[config.mk]
export PLATFORM = sky130hd
export DESIGN_NAME = lgjp_ctrl
export DESIGN_NICKNAME = d
export VERILOG_FILES = /design/src/design/assert_macros.svh /design/src/design/lgjp_pkg.sv /design/src/design/lgjp_ctrl.sv
export SDC_FILE = /design/constraint.sdc
export NUM_CORES = 1
export LEC_CHECK = 0
export BUFFER_PORTS_ARGS = -buffer_cell sky130_fd_sc_hd__buf_2
export CORE_AREA = 5 5 42 44
export DETAILED_ROUTE_END_ITERATION = 10
export DIE_AREA = 0 0 47 49
export PLACE_DENSITY_LB_ADDON = 0.08
export SKIP_LAST_GASP = 1
export SLEW_MARGIN = 40
export SYNTH_ARGS = -nofsm -noshare
export SYNTH_HDL_FRONTEND = slang
export SYNTH_SLANG_ARGS = --single-unit
[constraint.sdc]
create_clock -name clk -period 1.7 [get_ports clk]
set_clock_uncertainty 0.05 [all_clocks]
set_input_delay 0.17 -clock clk [delete_from_list [all_inputs] [get_ports clk]]
set_output_delay 0.17 -clock clk [all_outputs]
set_load 0.005 [all_outputs]
[src/design/assert_macros.svh]
// Assertion macros shared by the gap-junction plasticity block.
// Holds only macro definitions; included by the files that assert.
`ifndef ASSERT_MACROS_SVH
`define ASSERT_MACROS_SVH

// Concurrent check, ignored while reset is held.
`define LGJP_ASSERT(lbl, clk, rst_n, prop, msg) \
  lbl: assert property (@(posedge clk) disable iff (!rst_n) prop) else $error(msg);

// Concurrent check that also holds during reset.
`define LGJP_ASSERT_ALWAYS(lbl, clk, prop, msg) \
  lbl: assert property (@(posedge clk) prop) else $error(msg);

`endif

[src/design/lgjp_pkg.sv]
// Package of the gap-junction plasticity block: sizes, codes and the
// command and status structs between controller and datapath. No dependencies.
package lgjp_pkg;

  localparam int NEURONS   = 64;
  localparam int TRI_DEPTH = NEURONS * (NEURONS - 1) / 2;
  localparam int ADDR_W    = $clog2(TRI_DEPTH);
  localparam int IDX_W     = 6;
  localparam int W_W       = 24;

  // Item kinds
  localparam logic [1:0] KIND_UPDATE = 2'd0;
  localparam logic [1:0] KIND_WRITE  = 2'd1;
  localparam logic [1:0] KIND_READ   = 2'd2;

  // Register indexes
  localparam logic [2:0] CFG_DEP_RATE  = 3'd0;
  localparam logic [2:0] CFG_POT_RATE  = 3'd1;
  localparam logic [2:0] CFG_WARMUP    = 3'd2;
  localparam logic [2:0] CFG_CONNECT   = 3'd3;
  localparam logic [2:0] CFG_SPLIT     = 3'd4;
  localparam logic [2:0] CFG_SPAN      = 3'd5;

  // Controller to datapath
  typedef struct packed {
    logic clr;      // zero the entry under the clear counter
    logic load;     // capture an accepted item
    logic prep;     // form row base, pair address and change
    logic walk_rd;  // read the next weight of the row
    logic wr_pair;  // store write data at the pair address
    logic rd_pair;  // read the pair address
    logic respond;  // register the result for its strobe
  } lgjp_cmd_t;

  // Datapath to controller
  typedef struct packed {
    logic clr_last;
    logic upd_go;
    logic wr_go;
    logic rd_go;
    logic walk_last;
  } lgjp_sts_t;

endpackage

[src/design/lgjp_ctrl.sv]
// Controller of the gap-junction plasticity block: sequences clearing,
// row walks and single accesses. Depends on lgjp_pkg.
module lgjp_ctrl
  import lgjp_pkg::*;
(
  input  logic      clk,
  input  logic      rst_n,
  input  logic      start,
  output logic      busy,
  input  lgjp_sts_t sts,
  output lgjp_cmd_t cmd
);

  typedef enum logic [2:0] {
    S_CLEAR, S_IDLE, S_PREP, S_WALK, S_FLUSH, S_WRITE, S_READ, S_RDATA
  } state_t;

  state_t state_r, state_nxt;
  logic   busy_r;

  // Pick the next state from the datapath status
  always_comb begin
    state_nxt = state_r;
    case (state_r)
      S_CLEAR: if (sts.clr_last) state_nxt = S_IDLE;
      S_IDLE:  if (start) state_nxt = S_PREP;
      S_PREP: begin
        if (sts.upd_go)     state_nxt = S_WALK;
        else if (sts.wr_go) state_nxt = S_WRITE;
        else if (sts.rd_go) state_nxt = S_READ;
        else                state_nxt = S_IDLE;
      end
      S_WALK:  if (sts.walk_last) state_nxt = S_FLUSH;
      S_FLUSH: state_nxt = S_IDLE;
      S_WRITE: state_nxt = S_IDLE;
      S_READ:  state_nxt = S_RDATA;
      S_RDATA: state_nxt = S_IDLE;
      default: state_nxt = S_IDLE;
    endcase
  end

  // Decode commands from the state
  always_comb begin
    cmd         = '0;
    cmd.clr     = (state_r == S_CLEAR);
    cmd.load    = (state_r == S_IDLE) && start;
    cmd.prep    = (state_r == S_PREP);
    cmd.walk_rd = (state_r == S_WALK);
    cmd.wr_pair = (state_r == S_WRITE);
    cmd.rd_pair = (state_r == S_READ);
    cmd.respond = ((state_r == S_PREP) && !sts.upd_go && !sts.wr_go && !sts.rd_go)
                  || (state_r == S_FLUSH) || (state_r == S_WRITE)
                  || (state_r == S_RDATA);
  end

  // Hold state and the busy flag
  always_ff @(posedge clk) begin
    if (!rst_n) begin
      state_r <= S_CLEAR;
      busy_r  <= 1'b1;
    end else begin
      state_r <= state_nxt;
      busy_r  <= (state_nxt != S_IDLE);
    end
  end

  assign busy = busy_r;

endmodule

==> flow_summary.yaml <==
sta:
  timing.final.crit_share_pct: 81.29
  rsz0062_at_grt: "no"
  tightest_slew_ps: 470.3
  whs_ps: 149.0
  setup_viol_count_final: 0
  slew_viol_final: 0
  max_clock_freq_mhz: 723.6
  slew_headroom_pct: 68.25
  hold_violations: 0
  fin_setup_tns_ps: 0
  fin_crit_ps: 1382
global_route:
  grt_max_degree: 11
  antenna_found_initial: 0
  grt_pass1_wl_mm: 1.138
  grt_use_total_pct: 6.972
  grt_pass1_vias: 272
  grt_overflow_total: 0
route:
  drc: 0
  firstDrtPassIters: 2
  drtAntennaViolNets: 0
  drt-initial-drc-count: 3
  viasPerCell: 4.264
  drt_wl_total_um: 718
  vias: 307
  routedWlPerCell_um: 9.972
hold_path:
  holdPathEnd: "state_r[2]"
  holdCritPathClass: "input port to flip-flop"
  min_from: "rst_n"
  hold_depth: 3
synth:
  synthFlopType: "dfxtp_1"
  synth-seq-cells: 4
  syn_area_per_cell_um2: 6.994
  synth_common_cells: "nor2_1, dfxtp_1, inv_1"
  yosys.area.top_type: "dfxtp_1"
  synth_fp_nets: 47
  yosysUniqueCellTypes: 18
  netlist_top_cells_area: "dfxtp_1, nor2_1, nand2b_1"
  synth_top_area_share_pct: 29.36
  ys_seq_area_share_pct: 29.36
  yosys_warnings: 0
  syn_area_um2: 272.8
  syn_inst: 39
  synth_edf_count: 0
  yosysMostFrequentCell: "nor2_1"
  async_flop_share_pct: 0
clock_tree:
  postCtsHoldBufs: 0
  numCtsBuffers: 3
  htree_levels: 1
  cts.path.max_buffers: 2
  cts.repair.resized: 0
  clock-sinks: 4
  clk_latency_ps: 230
  postCtsSetupRepairBufs: 0
  clk_pin_slew_ps: 30
  root_buffer: "clkbuf_4"
  cts_tree: "built"
pwr:
  clockPowerShare_pct: 38.1
  power.density_nw_per_um2: 757.8
  cell_internal_pwr_mw: 0.2154
  p_leak_nw: 0.1954
  pwr-share-comb_pct: 22.3
  vdd_drop_max_uv: 277.1
  p_sw_mw: 0.07662
  switching_share_pct: 26.24
  seqPwrFrac_pct: 39.5
worst_setup_path:
  rrSetupSlack_ps: 400
  critPathMaxFanout: 9
  cp_cell_sequence: "nand2b_4 -> nand3b_1 -> nand2_1 -> buf_2"
  cp-start-kind: "flip-flop"
  crit_slowest_cell: "dfxtp_1"
  cp.arrival_ps: 1160
  critPathMaxStageDelay_ps: 460
  crit-reg2reg-launch: "state_r[1]"
  worst_r2r_endpoint: "busy"
  worst-r2r-cell-count: 4
  worstSetupPathType: "flip-flop to primary output"
  endpoint_kind: "primary output"
  required_ps: 1480
floorplan:
  die_y_um: 49
  rows: 14
  chipWidth_um: 47
  die_area_um2: 2303
  core-area_um2: 1401
  ioPinCount: 16
  initial_core_util_pct: 19.46
layout:
  nFillCells: 175
  drive_gt1_share_pct: 35.71
  n_antenna_cell: 0
  postLayoutCoreUtil_pct: 27.50
  nets: 66
  area_growth_syn_to_layout_pct: 41.28
outcome:
  status: "finished clean"
placement:
  post-dp-hpwl_um: 607.1
  portBuffers: 15
  place_congestion: 0.6451
run:
  cap_violations: 0
placed cells by master, fill, tap and decap left out:
cell type | synthesis | layout
o311ai_0 | 1 | 1
nor3_1 | 1 | 1
nand2_1 | 3 | 3
o21ai_0 | 1 | 1
nand3b_1 | 1 | 1
nor2_1 | 10 | 10
nand2b_4 | 1 | 1
or2b_1 | 1 | 1
nand2b_1 | 3 | 3
o21bai_1 | 1 | 1
a21oi_1 | 3 | 3
buf_2 | 1 | 15
a311oi_1 | 1 | 1
inv_1 | 4 | 4
and3_1 | 1 | 1
a221oi_2 | 1 | 1
dfxtp_1 | 4 | 4
nand3_1 | 1 | 1
clkbuf_4 | 0 | 3
flip-flops by register name, summed over array words and instances (netlist names):
name,flops
busy,1
state_r,3
kinds of logic (layout without fill, tap and decap cells):
| logic type | Yosys count | after routing | share of synthesized area [%] |
|---|---|---|---|
| AO/OA/AOI/OAI | 8 | 8 | 22.02 |
| flip-flops | 4 | 4 | 29.36 |
| AND/OR/NAND/NOR | 22 | 22 | 41.29 |
| buffers and inverters | 5 | 22 | 7.336 |
per-stage QoR:
| step | cell area (µm²) | power, mW | worst slack (ps) | instances |
|---|---|---|---|---|
| detailed placement | 362.8 | 0.1841 | 383.4 | 69 |
| finish | 385.4 | 0.2920 | 318.0 | 72 |
| CTS | 385.4 | 0.3006 | 309.3 | 72 |
| global placement | 362.8 | 0.1852 | 384.3 | 69 |
| global route | 385.4 | 0.3116 | 244.6 | 72 |
| floorplan | 272.8 | 0.1540 | 513.7 | 39 |
how the worst max path moves through the flow:
stage          depth (start not counted)  endpoint  slack, ps        from
2_1_floorplan                          4      busy        510  state_r[1]
3_3_place_gp                           4      busy        380  state_r[1]
3_5_place_dp                           4      busy        380  state_r[1]
4_1_cts                                4    cmd[0]        310  state_r[0]
5_1_grt                                4    cmd[0]        240  state_r[1]
6_report                               4    cmd[0]        320  state_r[0]
layer usage:
layer	wire length [µm]	share of wire [%]	vias up	global-route usage, %
met5	0	0	-	0
met4	12	1.7	0	4.147
met3	81	11	2	3.690
met2	317	44	11	9.502
met1	308	43	127	8.352
li1	-	-	167	-
power by group through the flow:
stage                     logic [mW]  clock network, mW  registers [mW]
final                         0.0652              0.111           0.115
after global routing          0.0733              0.121           0.117
after CTS                     0.0677              0.118           0.115
after detailed placement      0.0674                  0           0.117
after global placement        0.0678                  0           0.117
after floorplan               0.0404                  0           0.114
final cells by class:
cell class | instances | area [µm²] | area share (%)
sequential | 4 | 80.08 | 20.78
inverter | 4 | 15.01 | 3.896
clock buffer | 3 | 22.52 | 5.844
timing repair buffer | 15 | 75.07 | 19.48
multi-input combinational | 30 | 172.7 | 44.81
tap | 16 | 20.02 | 5.195
critical path: cells and delay by family, from the launching register on:
| family | cells | cell delay (ps) |
|---|---|---|
| and+or+nand+nor | 3 | 360 |
| buffers and inverters | 1 | 120 |
| DFF | 1 | 460 |
No activity file was read; power rests on OpenSTA's default activity.
